**src/hdl/tlpqs_pkg.sv**
```systemverilog
// Shared types and constants for the two-level preemptive queue scheduler.
// Used by the job queue, the result queue and the top level.
package tlpqs_pkg;

   localparam int TICK_W = 24;
   localparam int ID_W = 8;
   localparam int BURST_W = 16;
   localparam int RSPQ_DEPTH = 4;
   localparam int RSPQ_PTR_W = 2;
   localparam int RSPQ_CNT_W = 3;

   localparam logic [TICK_W-1:0] TICK_MAX = 24'hFFFFFF;

   localparam logic ACTION_ARRIVAL = 1'b0;
   localparam logic ACTION_TICK = 1'b1;

   localparam logic CLASS_SYSTEM = 1'b0;
   localparam logic CLASS_USER = 1'b1;

   localparam logic [2:0] KIND_ACCEPTED = 3'd0;
   localparam logic [2:0] KIND_DROPPED = 3'd1;
   localparam logic [2:0] KIND_IDLE = 3'd2;
   localparam logic [2:0] KIND_PREEMPTED = 3'd3;
   localparam logic [2:0] KIND_RAN = 3'd4;

   typedef struct packed {
      logic [BURST_W-1:0] rem;
      logic [BURST_W-1:0] burst;
      logic [TICK_W-1:0] arrival;
      logic [ID_W-1:0] id;
   } job_type;

   typedef struct packed {
      logic empty;
      logic full;
   } fifo_stat_type;

   typedef struct packed {
      logic [2:0] kind;
      logic [ID_W-1:0] proc_id;
      logic [TICK_W-1:0] seg_start;
      logic [TICK_W-1:0] seg_end;
      logic seg_closed;
      logic finished;
      logic [TICK_W-1:0] done_tick;
      logic [TICK_W-1:0] turnaround;
      logic [TICK_W-1:0] waiting;
      logic last;
   } rsp_type;

endpackage

```
**src/hdl/tlpqs_rspq.sv**
```systemverilog
// Result queue: four-entry register queue between the scheduler and the rsp channel.
// Reports room for two more beats. Depends on tlpqs_pkg.
module tlpqs_rspq (
   input  logic clock,
   input  logic reset,
   input  logic push,
   input  tlpqs_pkg::rsp_type push_data,
   output logic room,
   output logic rsp_valid,
   input  logic rsp_stall,
   output tlpqs_pkg::rsp_type rsp_data
);
   import tlpqs_pkg::*;

   localparam logic [RSPQ_CNT_W-1:0] FULL_CNT = RSPQ_CNT_W'(RSPQ_DEPTH);
   localparam logic [RSPQ_CNT_W-1:0] ROOM_CNT = RSPQ_CNT_W'(RSPQ_DEPTH - 2);

   rsp_type slot_ff [RSPQ_DEPTH];
   logic [RSPQ_PTR_W-1:0] head_ff, head_in;
   logic [RSPQ_CNT_W-1:0] count_ff, count_in;
   logic [RSPQ_PTR_W-1:0] tail;
   logic pop;

   assign rsp_valid = (count_ff != '0);
   assign rsp_data = slot_ff[head_ff];
   assign room = (count_ff <= ROOM_CNT);
   assign pop = rsp_valid && !rsp_stall;
   assign tail = head_ff + count_ff[RSPQ_PTR_W-1:0];

   always_comb begin
      head_in = pop ? head_ff + 1'b1 : head_ff;
      count_in = count_ff;
      if (push && !pop) begin
         count_in = count_ff + 1'b1;
      end else if (!push && pop) begin
         count_in = count_ff - 1'b1;
      end
   end

   always_ff @(posedge clock) begin
      if (reset) begin
         head_ff <= '0;
         count_ff <= '0;
      end else begin
         head_ff <= head_in;
         count_ff <= count_in;
      end
   end

   always_ff @(posedge clock) begin
      if (push) begin
         slot_ff[tail] <= push_data;
      end
   end

   a_push_room: assert property (@(posedge clock) disable iff (reset)
      push |-> count_ff < FULL_CNT) else $error("result queue overflow");
   a_stall_holds: assert property (@(posedge clock) disable iff (reset)
      (rsp_valid && rsp_stall) |=> rsp_valid && $stable(head_ff))
      else $error("stalled beat lost");
   a_full_no_room: assert property (@(posedge clock) disable iff (reset)
      (count_ff == FULL_CNT) |-> !room) else $error("room while full");

endmodule

```
**config.mk**
```make
export PLATFORM = sky130hd
export DESIGN_NAME = tlpqs_rspq
export DESIGN_NICKNAME = d
export VERILOG_FILES = /design/src/hdl/tlpqs_pkg.sv /design/src/hdl/tlpqs_rspq.sv
export SDC_FILE = /design/constraint.sdc
export NUM_CORES = 1
export LEC_CHECK = 0
export ABC_AREA = 1
export BUFFER_PORTS_ARGS = -buffer_cell sky130_fd_sc_hd__buf_2
export CAP_MARGIN = 30
export CORE_MARGIN = 2
export CORE_UTILIZATION = 57
export DETAILED_ROUTE_END_ITERATION = 6
export GPL_TIMING_DRIVEN = 0
export PLACE_DENSITY = 0.85
export SLEW_MARGIN = 40
export SYNTH_ARGS = -nofsm -noshare
export SYNTH_HDL_FRONTEND = slang
export SYNTH_SLANG_ARGS = --single-unit
```
**constraint.sdc**
```tcl
create_clock -name clock -period 9.6 [get_ports clock]
set_input_delay 0.96 -clock clock [delete_from_list [all_inputs] [get_ports clock]]
set_output_delay 0.96 -clock clock [all_outputs]
set_load 0.005 [all_outputs]
```
* Word-level counts from Yosys, hierarchy flattened
Memory sizes are Yosys's and may differ from the RTL's. A register that Yosys moved wholly into a read port is not among the register bits.
Index checks and enable logic that the tools add are counted.
** Operators by class
- $add $sub $neg :: 4
- $lt $le $gt $ge :: 1
- Multiplexer cells :: 6
- Reduce and logical (&&, ||, !) cells :: 8
** Operators with widths (number)
- 3-bit 2-to-1 mux :: 2
- 2-bit 2-to-1 mux :: 2
- 3-bit by 1-bit adder with 3-bit output (second input constant) :: 1
- 3-bit by 2-bit <= comparator with 1-bit output (second input constant) :: 1
- 1-bit logical AND :: 3
- 1-bit logical NOT :: 3
- 3-bit nonzero test :: 1
- 3-bit by 1-bit subtractor with 3-bit output (second input constant) :: 1
- 2-bit by 1-bit adder with 2-bit output (second input constant) :: 1
- 2-bit adder :: 1
- 1-bit 2-to-1 mux :: 2
- 2-bit nonzero test :: 1
** Storage, ports and cells
- Flip-flop bits (word level) :: 5
- Memory bits (writable) :: 536
- Bits of input ports :: 138
- Output and inout bits :: 136
- Word-level logic and storage cells :: 22
- Memories kept :: 1
** Memory list
- slot_ff :: depth 4, bits a word 134, read ports 1, clocked after Yosys merged registers in 1, write ports 1, RTL line tlpqs_rspq.sv:18 : rsp_type slot_ff [RSPQ_DEPTH];

* Depth between registers and ports, before layout
- Word-level depth :: 5
- Depth in mapped cells :: 12
- Gate-level depth less buffers :: 12

* Worst setup path before layout
OpenSTA, ideal clock, no wires.
- Path type :: input -> register
- Start :: in push
- End :: mem slot_ff[1][0] (netlist bit) (enable)
- Library setup time :: 672 ps
- Arrival time :: 7489 ps
- Required time :: 8928 ps
- Setup slack :: 1440 ps
- Stages on the path :: 2
- Path buffers :: 0
- Cell sequence :: nand2_1 > a21oi_1
** Between the ends
- Cells in the longest elaborated chain, start to end :: 2
** RTL lines
- from (decl) :: RTL line tlpqs_rspq.sv:6 : input logic push,
- 1-bit 2-to-1 mux :: RTL line tlpqs_rspq.sv:51 : if (push) begin
- 1-bit 2-to-1 mux (not written as such) :: RTL line tlpqs_rspq.sv:52 : slot_ff[tail] <= push_data;
- to (decl) :: RTL line tlpqs_rspq.sv:18
No other way between the ends.

==> impl_results.md <==
* Final Util at 0.6999
* First-pass GRT wire length at roughly 71000 um
* Initial antenna violation count at 11
* Violation count after the first detailed-route iteration at roughly 1300
* Syn_nets at between 1000 and 1500
* Clock power share at 0.292
* Most common cell after layout, fill and taps aside: edfxtp_1
* Area contributors post-synth: edfxtp_1 (79%), o21ai_0 (5.2%), nor2_1 (5.2%)
* Die area at ~37000 sq um
* Chain of cells forming the critical path: buf_6, buf_8, buf_4, buf_2, nor2_1, o22ai_1, buf_2
* Seq/Total Area, Yosys at 0.8002
* Unrepaired setup endpoints after global routing: false
* Buffers inserted by post-CTS timing repair at 0
* Highest Signal Layer: met5
* Min Tclk post-route at 3.372 ns
* Power density over the cells at approximately 280 nW/um^2
* Clock Sinks at 543
* Ys flop type: edfxtp_1
* Largest net degree at the start of global routing at 19
* Clk_lat worst skew at around 0.58 ns
* Required @ worst endpoint at around 8.6 ns
* Initial Utilization at 0.5746
* All-Layer GR Usage at 0.2572
* Detailed placement HPWL at 32060 um
* Ys Warns at 0
* H-Tree Level Count at 2
* Worst Skew at 0.01560 ns
* Critical path's slowest cell: dfxtp_1
* Setup CP Type: reg -> out
* CP arrival at ~2.4 ns
* Number of nets in the layout at 1860
* PostCTS Resize Cnt at 0
* Post-placement setup slack at 6.755 ns
* M1 WL at about 18000 um
* # port buffers at 273
* Final Hold Viols at 0
* Core Footprint at roughly 35000 sq um
* P_int at 4.945 mW
* Peak Freq at between 200 and 300 MHz
* Slew HR at 0.6167
* CP max stage delay at ~0.33 ns
* Top Ports at roughly 270
* Final setup margin at about 6.2 ns
* Logic pwr share at 0.247
* Type of origin of the critical path: flip-flop
* CTS tree: built
* Area taken by flip-flops and latches at approximately 16000 sq um
* Vias in the first global route at between 10000 and 15000
* Async SR Flop Fraction at 0
* First-pass detailed-route iteration total at 5
* Multi-input logic area at around 3400 sq um
* Clock Tree Buf Depth at 3
* Fin area at 24710 sq um
* Core Rows at between 60 and 70
* Part of the power in registers at 0.461
* Period utilization at 0.3513
* Top-area cell type share of the netlist area at 0.7933
* Leakage Power at between 8 and 9 nW
* Sw Ratio at 0.2947
* Synthesized instance count at between 1000 and 1500
* WL/cell at 21.84 um
* Layout cell share with drive strength beyond 1 at 0.2530
* Hold WC Path Type: reg -> reg
* Cell mode on critical path: buf_2
* Buffers & Inverters on Critical Path at 5
* Detail Route Antenna Nets at 0
* Max-slew violations at 0
* Setup crit end kind: primary output
* Power, Total at roughly 7 mW
* Gp weighted congestion at slightly below 0.8
* Worst Path Max Fanout at 10
* Post-synth top area cell: edfxtp_1
* Die Y at roughly 190 um
* Syn Area/Cell at between 10 and 15 sq um
* Drt drc at 0
* Slew @ Worst Pin at approximately 0.57 ns
* Grt ovf at 0
* Cell variety after synth at 22
* EDFF count, synth at ~540
* FF+latch count, synth at 543
* Clk slew on worst S/H paths at ~0.060 ns
* Commonest non-fill, non-tap cells in the layout: edfxtp_1 (536), buf_2 (286), nor2_1 (277)
* Post-cts hold buffer count at 0
* Drt total wl at between 40000 and 50000 um
* Max VDD drop at ~0.22 mV
* DP Area at between 20000 and 25000 sq um
* Crit path max-delay family: buffers and inverters
* Vias at around 13000
* MaxCap Viol Count at 0
* Synthesized area at 20290 sq um
* Root Buffer: clkbuf_16
* Met2 Routed Length at between 20000 and 25000 um
* Net switching power at 2.066 mW
* Fillers at ~2200
* Total CTS buffers at 52
* DR WL met3 at roughly 5400 um
* Die width at 192.7 um
* Area Growth Syn to Fin at 21.80%
* Vias/cell at between 5 and 6
* # setup viols final at 0
* Status: finished clean
==> kinds of logic after synthesis <==
logic type / after synthesis / synth area share
flops: 543 / 0.8002
compound gates: 410 / 0.1094
simple gates: 298 / 0.05556
buf+inv: 101 / 0.03262
fa+ha+maj: 3 / 0.002220
==> metal layers <==
| metal | vias up | global-route usage |
|---|---|---|
| met5 | - | 0 |
| met4 | 12 | 0.08661 |
| met3 | 106 | 0.08074 |
| met2 | 726 | 0.4374 |
| met1 | 6433 | 0.3126 |
| li1 | 5881 | - |
==> registers in the layout, indices dropped and copies added, names as in the netlist, named ones only <==
register,count
count_ff,3
head_ff,2
slot_ff,536
==> power by group through the flow <==
stage	Combinational (mW)	Sequential [mW]	Clock, mW
2_1_floorplan	0.833	3.38	0
3_3_place_gp	1.48	3.49	0
3_5_place_dp	1.72	3.28	0
4_1_cts	1.73	3.23	2.07
5_1_grt	1.87	3.26	2.18
6_report	1.73	3.23	2.05
==> Yosys cell counts (2+ instances only) <==
cell type / count
edfxtp_1: 536
nor2_1: 279
buf_6: 27
a21oi_1: 6
dfxtp_1: 7
inv_1: 11
buf_2: 13
o22ai_1: 134
ha_1: 2
nand2_1: 14
o21ai_0: 212
clkbuf_1: 43
nand3_1: 3
o21ai_1: 58
buf_4: 2
buf_12: 2
==> worst register-to-register path, stage by stage (launching register included) <==
cell     delay [ns]
dfxtp_1        0.37
or2_2          0.31
nand3_1        0.21
nand2_1        0.19
nor2_4         0.49
buf_16         0.24
buf_8          0.18
buf_16         0.18
buf_8          0.19
==> path summary, 6_finish.rpt <==
check                                 endpoint  slack, ns  depth (start not counted)   startpoint
worst min register to register     count_ff[2]       0.57                          3  count_ff[2]
worst min-delay path               count_ff[2]       0.57                          3  count_ff[2]
worst max register to register  slot_ff[3][90]       6.94                          8  count_ff[1]
worst max-delay path              rsp_data[42]       6.23                          7    flip-flop
==> per-stage QoR <==
stage	TNS, ns	hold WS (ns)	cells
after detailed placement	0	0.5454	2126
after global placement	-1333.19	0.5142	2089
final	0	0.5745	2234
after global routing	0	0.5588	2227
after CTS	0	0.5532	2224
after floorplan	0	0.4820	1355
==> layout make-up <==
class / count / area share
multi-input cells: 711 / 0.1388
inverters: 13 / 0.002481
repair buffers: 310 / 0.08283
plain buffers: 88 / 0.02430
clock buffers: 65 / 0.05671
clock inverters: 33 / 0.01357
diodes: 10 / 0.001013
flip-flops and latches: 543 / 0.6570
well taps: 461 / 0.02334
(Power assumes the default switching activity.)
