`src/hdl/tlpqs_pkg.sv`:
```
// Shared types and constants for the two-level preemptive queue scheduler.
// Used by the job queue, the result queue and the top level.
package tlpqs_pkg;

   localparam int TICK_W = 24;
   localparam int ID_W = 8;
   localparam int BURST_W = 16;
   localparam int RSPQ_DEPTH = 4;
   localparam int RSPQ_PTR_W = 2;
   localparam int RSPQ_CNT_W = 3;

   localparam logic [TICK_W-1:0] TICK_MAX = 24'hFFFFFF;

   localparam logic ACTION_ARRIVAL = 1'b0;
   localparam logic ACTION_TICK = 1'b1;

   localparam logic CLASS_SYSTEM = 1'b0;
   localparam logic CLASS_USER = 1'b1;

   localparam logic [2:0] KIND_ACCEPTED = 3'd0;
   localparam logic [2:0] KIND_DROPPED = 3'd1;
   localparam logic [2:0] KIND_IDLE = 3'd2;
   localparam logic [2:0] KIND_PREEMPTED = 3'd3;
   localparam logic [2:0] KIND_RAN = 3'd4;

   typedef struct packed {
      logic [BURST_W-1:0] rem;
      logic [BURST_W-1:0] burst;
      logic [TICK_W-1:0] arrival;
      logic [ID_W-1:0] id;
   } job_type;

   typedef struct packed {
      logic empty;
      logic full;
   } fifo_stat_type;

   typedef struct packed {
      logic [2:0] kind;
      logic [ID_W-1:0] proc_id;
      logic [TICK_W-1:0] seg_start;
      logic [TICK_W-1:0] seg_end;
      logic seg_closed;
      logic finished;
      logic [TICK_W-1:0] done_tick;
      logic [TICK_W-1:0] turnaround;
      logic [TICK_W-1:0] waiting;
      logic last;
   } rsp_type;

endpackage

```
`src/hdl/tlpqs_fifo.sv`:
```
// Job queue: circular buffer in a synchronous memory with head pointer and count.
// Read data is registered and appears in the cycle after a pop. Depends on tlpqs_pkg.
module tlpqs_fifo #(
   parameter int DEPTH = 64
) (
   input  logic clock,
   input  logic reset,
   input  logic push,
   input  tlpqs_pkg::job_type push_data,
   input  logic pop,
   output tlpqs_pkg::job_type rd_data,
   output tlpqs_pkg::fifo_stat_type stat
);
   import tlpqs_pkg::*;

   localparam int PTR_W = $clog2(DEPTH);
   localparam int CNT_W = $clog2(DEPTH + 1);
   localparam logic [PTR_W:0] DEPTH_SUM = (PTR_W + 1)'(DEPTH);
   localparam logic [PTR_W-1:0] LAST_PTR = PTR_W'(DEPTH - 1);
   localparam logic [CNT_W-1:0] FULL_CNT = CNT_W'(DEPTH);

   job_type mem [DEPTH];
   job_type rd_data_ff;
   logic [PTR_W-1:0] head_ff, head_in;
   logic [CNT_W-1:0] count_ff, count_in;
   logic [PTR_W:0] tail_sum;
   logic [PTR_W-1:0] tail;

   assign stat.empty = (count_ff == '0);
   assign stat.full = (count_ff == FULL_CNT);
   assign rd_data = rd_data_ff;

   always_comb begin
      tail_sum = {1'b0, head_ff} + (PTR_W + 1)'(count_ff);
      if (tail_sum >= DEPTH_SUM) begin
         tail_sum = tail_sum - DEPTH_SUM;
      end
      tail = tail_sum[PTR_W-1:0];
   end

   always_comb begin
      head_in = head_ff;
      count_in = count_ff;
      if (push) begin
         count_in = count_ff + 1'b1;
      end else if (pop) begin
         count_in = count_ff - 1'b1;
         head_in = (head_ff == LAST_PTR) ? '0 : head_ff + 1'b1;
      end
   end

   always_ff @(posedge clock) begin
      if (reset) begin
         head_ff <= '0;
         count_ff <= '0;
      end else begin
         head_ff <= head_in;
         count_ff <= count_in;
      end
   end

   always_ff @(posedge clock) begin
      if (push) begin
         mem[tail] <= push_data;
      end
      if (pop) begin
         rd_data_ff <= mem[head_ff];
      end
   end

   a_push_not_full: assert property (@(posedge clock) disable iff (reset)
      push |-> !stat.full) else $error("push into full job queue");
   a_pop_not_empty: assert property (@(posedge clock) disable iff (reset)
      pop |-> !stat.empty) else $error("pop from empty job queue");
   a_no_push_pop: assert property (@(posedge clock) disable iff (reset)
      !(push && pop)) else $error("push and pop in one cycle");
   a_pop_moves_count: assert property (@(posedge clock) disable iff (reset)
      pop |=> count_ff == $past(count_ff) - 1'b1) else $error("pop lost");

endmodule

```
`config.mk`:
```
export PLATFORM = sky130hd
export DESIGN_NAME = tlpqs_fifo
export DESIGN_NICKNAME = d
export VERILOG_FILES = /design/src/hdl/tlpqs_pkg.sv /design/src/hdl/tlpqs_fifo.sv
export SDC_FILE = /design/constraint.sdc
export NUM_CORES = 2
export LEC_CHECK = 0
export BUFFER_PORTS_ARGS = -buffer_cell sky130_fd_sc_hd__buf_2
export CAP_MARGIN = 10
export CORE_ASPECT_RATIO = 1.4
export CORE_MARGIN = 1
export CORE_UTILIZATION = 25
export CTS_CLUSTER_SIZE = 20
export DETAILED_ROUTE_END_ITERATION = 7
export GPL_TIMING_DRIVEN = 0
export PLACE_DENSITY_LB_ADDON = 0.12
export SYNTH_ARGS = -nofsm -noshare
export SYNTH_HDL_FRONTEND = slang
export SYNTH_SLANG_ARGS = --single-unit
```
`constraint.sdc`:
```
create_clock -name clock -period 9.5 [get_ports clock]
set_input_delay 1.425 -clock clock [delete_from_list [all_inputs] [get_ports clock]]
set_output_delay 1.425 -clock clock [all_outputs]
set_load 0.005 [all_outputs]
```
* Word level (Yosys, flattened, before mapping)
Memories as Yosys holds them, arrays and structs flattened. A register that Yosys moved wholly into a read port is not among the register bits. Cells that the tools add are included.
Word-level totals: bits in registers 13, input bits 68, memories 1, RAM bits 4096
Memories:
- mem | depth 64, bits a word 64, rd ports 1, clocked after memory_dff 1, wr ports 1, line tlpqs_fifo.sv:22 | job_type mem [DEPTH];
Operators by class: muxes and demuxes 6, reduce and logical (&&, ||, !) cells 3, add/sub/neg operators 5, equal/unequal tests 2, magnitude comparators 1, bitwise operators 1
Operators by type and width (count):
- $mux W7 | 2
- $mux W6 | 2
- $add A6 B7 Y7 | 1
- $add A7 B1 Y7 const B | 1
- $eq A7 B7 Y1 const B | 1
- $ge A7 B7 Y1 const B | 1
- $logic_not A7 Y1 | 1
- $sub A7 B1 Y7 const B | 1
- $add A6 B1 Y6 const B | 1
- $eq A6 B6 Y1 const B | 1
- $sub A6 B1 Y6 const B | 1
- $mux W1 | 2
- $reduce_and A2 Y1 | 1
- $reduce_bool A2 Y1 | 1
- $not A1 Y1 | 1

* Depth between registers and ports, before layout
word-level depth 3, mapped depth 9, mapped depth without buffers 7

* Worst setup path before layout
Ideal clock, no wire load.
path type input to register, from input push, to memory mem[57][0] (netlist name) (enable), arrival 6400 ps, library setup time 565 ps, path slack 2535 ps, buffers on the path 0, cell stages on the path 4, required time 8935 ps, cells stage by stage inv_1 nor2_1 nand3_1 nor3_1
Between the ends: longest elaborated chain between the ends 2
RTL lines:
- from (decl) | line tlpqs_fifo.sv:8 | input logic push,
- $mux W1 | line tlpqs_fifo.sv:63 | if (push) begin
- $mux W1 (not written as such) | line tlpqs_fifo.sv:64 | mem[tail] <= push_data;
- to (decl) | line tlpqs_fifo.sv:22
Every way passes these cells.

==> metrics.md <==
| Metric | Value |
|---|---|
| Yosys warns | `0` |
| Top cells by area, synth | `edfxtp_1 79%, mux4_2 14%, mux2i_1 1.9%, a221oi_1 1.0%, clkbuf_1 0.47%` |
| Pwr dens | `206 mW/mm2` |
| Critical path, cell by cell | `buf_2 > buf_2 > buf_2 > buf_1 > mux4_2 > a221oi_1 > o21ai_1 > nand2_1 > o221ai_1` |
| 1st-pass router iterations | `8` |
| Num rows | `345` |
| Clock Power Share | `0.423` |
| Mapped cell area | `0.158 mm2` |
| Vias in the first global route | `83,009` |
| CTS tree | `yes` |
| Via density | `4.68` |
| WP data required | `10.07 ns` |
| Final ANT Viol Nets | `0` |
| Critical Path Fanout Max | `10` |
| Synth Flop Type | `edfxtp_1` |
| Most common cell after layout, fill and taps aside | `edfxtp_1` |
| Number of max-cap violations | `0` |
| Total power | `39.7 mW` |
| Final hold vios | `0` |
| Achievable clock frequency | `169 MHz` |
| Max-slew headroom | `0.0707` |
| Crit path DAT | `6.48 ns` |
| R2r endpoint | `rd_data[27]` |
| Synth top area share | `0.791` |
| Slew Limit Fails | `0` |
| Routability cong. | `0.731` |
| Crit Path Category | `reg -> reg` |
| Async set-or-reset flop fraction in the synthesized netlist | `0` |
| Clock Skew | `0.0705 ns` |
| Detailed Route WL | `585,000 um` |
| Share of layout cells above drive strength 1 | `0.327` |
| Setup_tns | `0 ns` |
| Most frequent cells in the layout | `4,160 x edfxtp_1, 981 x mux4_2, 652 x buf_6` |
| Cell depth of the worst flop-to-flop path | `9` |
| Clk_lat worst skew | `1.06 ns` |
| Core Region | `0.630 mm2` |
| Finish-stage setup viols | `0` |
| Max Root-Sink Buffers | `4` |
| DR iter-0 viols | `7,184` |
| Leak pwr | `58.9 nW` |
| Antenna violations before repair | `56` |
| Number of flops mapped to enable cells by yosys | `4,160` |
| Status | `finished, final reports clean` |
| First-pass GRT wire length | `776,000 um` |
| FF+latch count, synth | `4,173` |
| WL per Instance | `35.0 um` |
| Post-cts resize count | `0` |
| Period minus WS final | `5.91 ns` |
| Detailed placer's ending HPWL | `434,000 um` |
| Mapped Nets | `6,776` |
| Crit path capture | `rd_data[27]` |
| Clock tree root driver cell | `clkbuf_16` |
| Clk sinks | `4,173` |
| Initial core utilization | `0.251` |
| Critical Path Source | `head_ff[1]` |
| Nets | `8,127` |
| Postcts setup bufs | `0` |
| Library cells used by synthesis | `54` |
| DRC Markers | `0` |
| Flop2flop setup slack | `3.59 ns` |
| Die Area | `0.635 mm2` |
| Final period utilization | `0.622` |
| Crit-path slowest cell | `buf_2` |
| Slowest stage delay, CP | `0.93 ns` |
| Clk pin slew, worst setup/hold paths | `0.06 ns` |
| Sequential element share of the synthesized area | `0.792` |
| Largest net degree at the start of global routing | `65` |
| Syn Inst Count | `6,695` |
| Critical path endpoint category | `flop` |
| Actual slew at the worst max-slew pin | `1.39 ns` |
| Die Height | `943 um` |
| Critical Path Source Type | `flop` |
| Hold Path Class | `reg -> reg` |
| Cell mode on critical path | `buf_2` |
| Hold-fix buffers, CTS | `0` |
| Via Count | `78,417` |
| Sw Pwr | `8.93 mW` |
| Sequential power share | `0.520` |
| Area Growth Syn to Fin | `21.8%` |
| Int Power | `30.8 mW` |
| Reg2reg start | `head_ff[1]` |
| Port Buffers | `132` |
| Yosys top cell by area | `edfxtp_1` |
| GRT Resource Usage Total | `0.181` |
| Die Width | `674 um` |
| Sw frac | `0.225` |
| Clock H-tree levels | `5` |
| Comb pwr share | `0.057` |
| Grt ovf | `0` |
| RSZ-0062 raised after global routing | `no` |
| IO Pins | `134` |
| Syn Area/Cell | `23.6 um2` |
| Worst vdd ir | `0.148 mV` |
| CTS Buf Count | `426` |
power by group through the flow:
stage / combinational (mW) / clock, mW / sequential (mW)
final: 2.25 / 16.8 / 20.7
after global routing: 2.39 / 17.8 / 20.7
after CTS: 2.31 / 17.2 / 20.7
after detailed placement: 2.30 / 0 / 21.1
after global placement: 2.08 / 0 / 21.2
after floorplan: 0.983 / 0 / 21.1
layer usage:
metal,GRT usage,up-vias,share of wire
li1,-,31820,-
met1,0.210,43931,0.38
met2,0.349,2023,0.55
met3,0.0197,635,0.038
met4,0.0531,8,0.032
met5,0,-,0.000075
worst min-delay path by stage:
stage           startpoint          end  slack (ns)  depth (start not counted)
2_1_floorplan  count_ff[3]  count_ff[3]        0.46                          2
3_3_place_gp   count_ff[4]  count_ff[4]        0.51                          2
3_5_place_dp   count_ff[4]  count_ff[4]        0.50                          2
4_1_cts        count_ff[4]  count_ff[4]        0.51                          2
5_1_grt        count_ff[4]  count_ff[4]        0.54                          2
6_report       count_ff[4]  count_ff[4]        0.51                          2
cells in the mapped netlist, types with 13 or more instances:
cell,n
nor3_1,71
o211ai_1,19
o221ai_1,42
edfxtp_1,4160
o21ai_1,25
buf_6,17
a22o_1,38
and4b_1,21
and4_1,23
mux2i_1,305
buf_2,113
o21ai_0,135
a211o_1,23
a2111oi_0,21
o22ai_1,21
a22oi_1,20
buf_1,42
dfxtp_1,13
clkbuf_1,197
nand2_1,44
buf_4,20
a221oi_1,189
nor2_1,59
mux4_2,981
sequential cells by signal, indices dropped and copies added (netlist names):
register  flops
count_ff      7
rd_data      64
head_ff       6
mem        4096
critical path, delay by kind of cell, from the launching register on:
family	cells	cell delay (ns)
buffers and inverters	4	2.73
AO/OA/AOI/OAI	3	1.43
AND/OR/NAND/NOR	1	0.23
multiplexers	1	0.42
flip-flops	1	0.51
logic make-up (layout without fill, tap and decap cells):
logic type,count (synthesis),after routing,synth area share
XOR/XNOR,13,13,0.000721
multiplexers,1287,1287,0.159
AND/OR/NAND/NOR,258,258,0.00888
adder cells (fa/ha/maj),13,13,0.00112
flip-flops,4173,4173,0.792
other,0,22,0
buffers and inverters,394,2089,0.0115
AO/OA/AOI/OAI,557,557,0.0261
area by class of cell:
type	count	area, um2
fill	60376	437000
sequential	4173	125000
multi-input combinational	2128	31300
clock buffer	504	11100
tap	8328	10400
timing repair buffer	923	10100
clock inverter	268	2500
buffer	389	1840
antenna	22	55.1
inverter	5	18.8
through the flow:
step / area, um2 / utilization / instances / hold WS, ns / setup WS, ns
final: 192000 / 0.306 / 16740 / 0.512 / 3.59
after global routing: 192000 / 0.306 / 16725 / 0.538 / 3.62
after CTS: 192000 / 0.305 / 16688 / 0.509 / 3.58
after detailed placement: 178000 / 0.283 / 15916 / 0.500 / 3.57
after global placement: 169000 / 0.268 / 15155 / 0.510 / -9.69
after floorplan: 158000 / - / 6695 / 0.465 / 2.54
No activity file was read; power rests on OpenSTA's default activity.
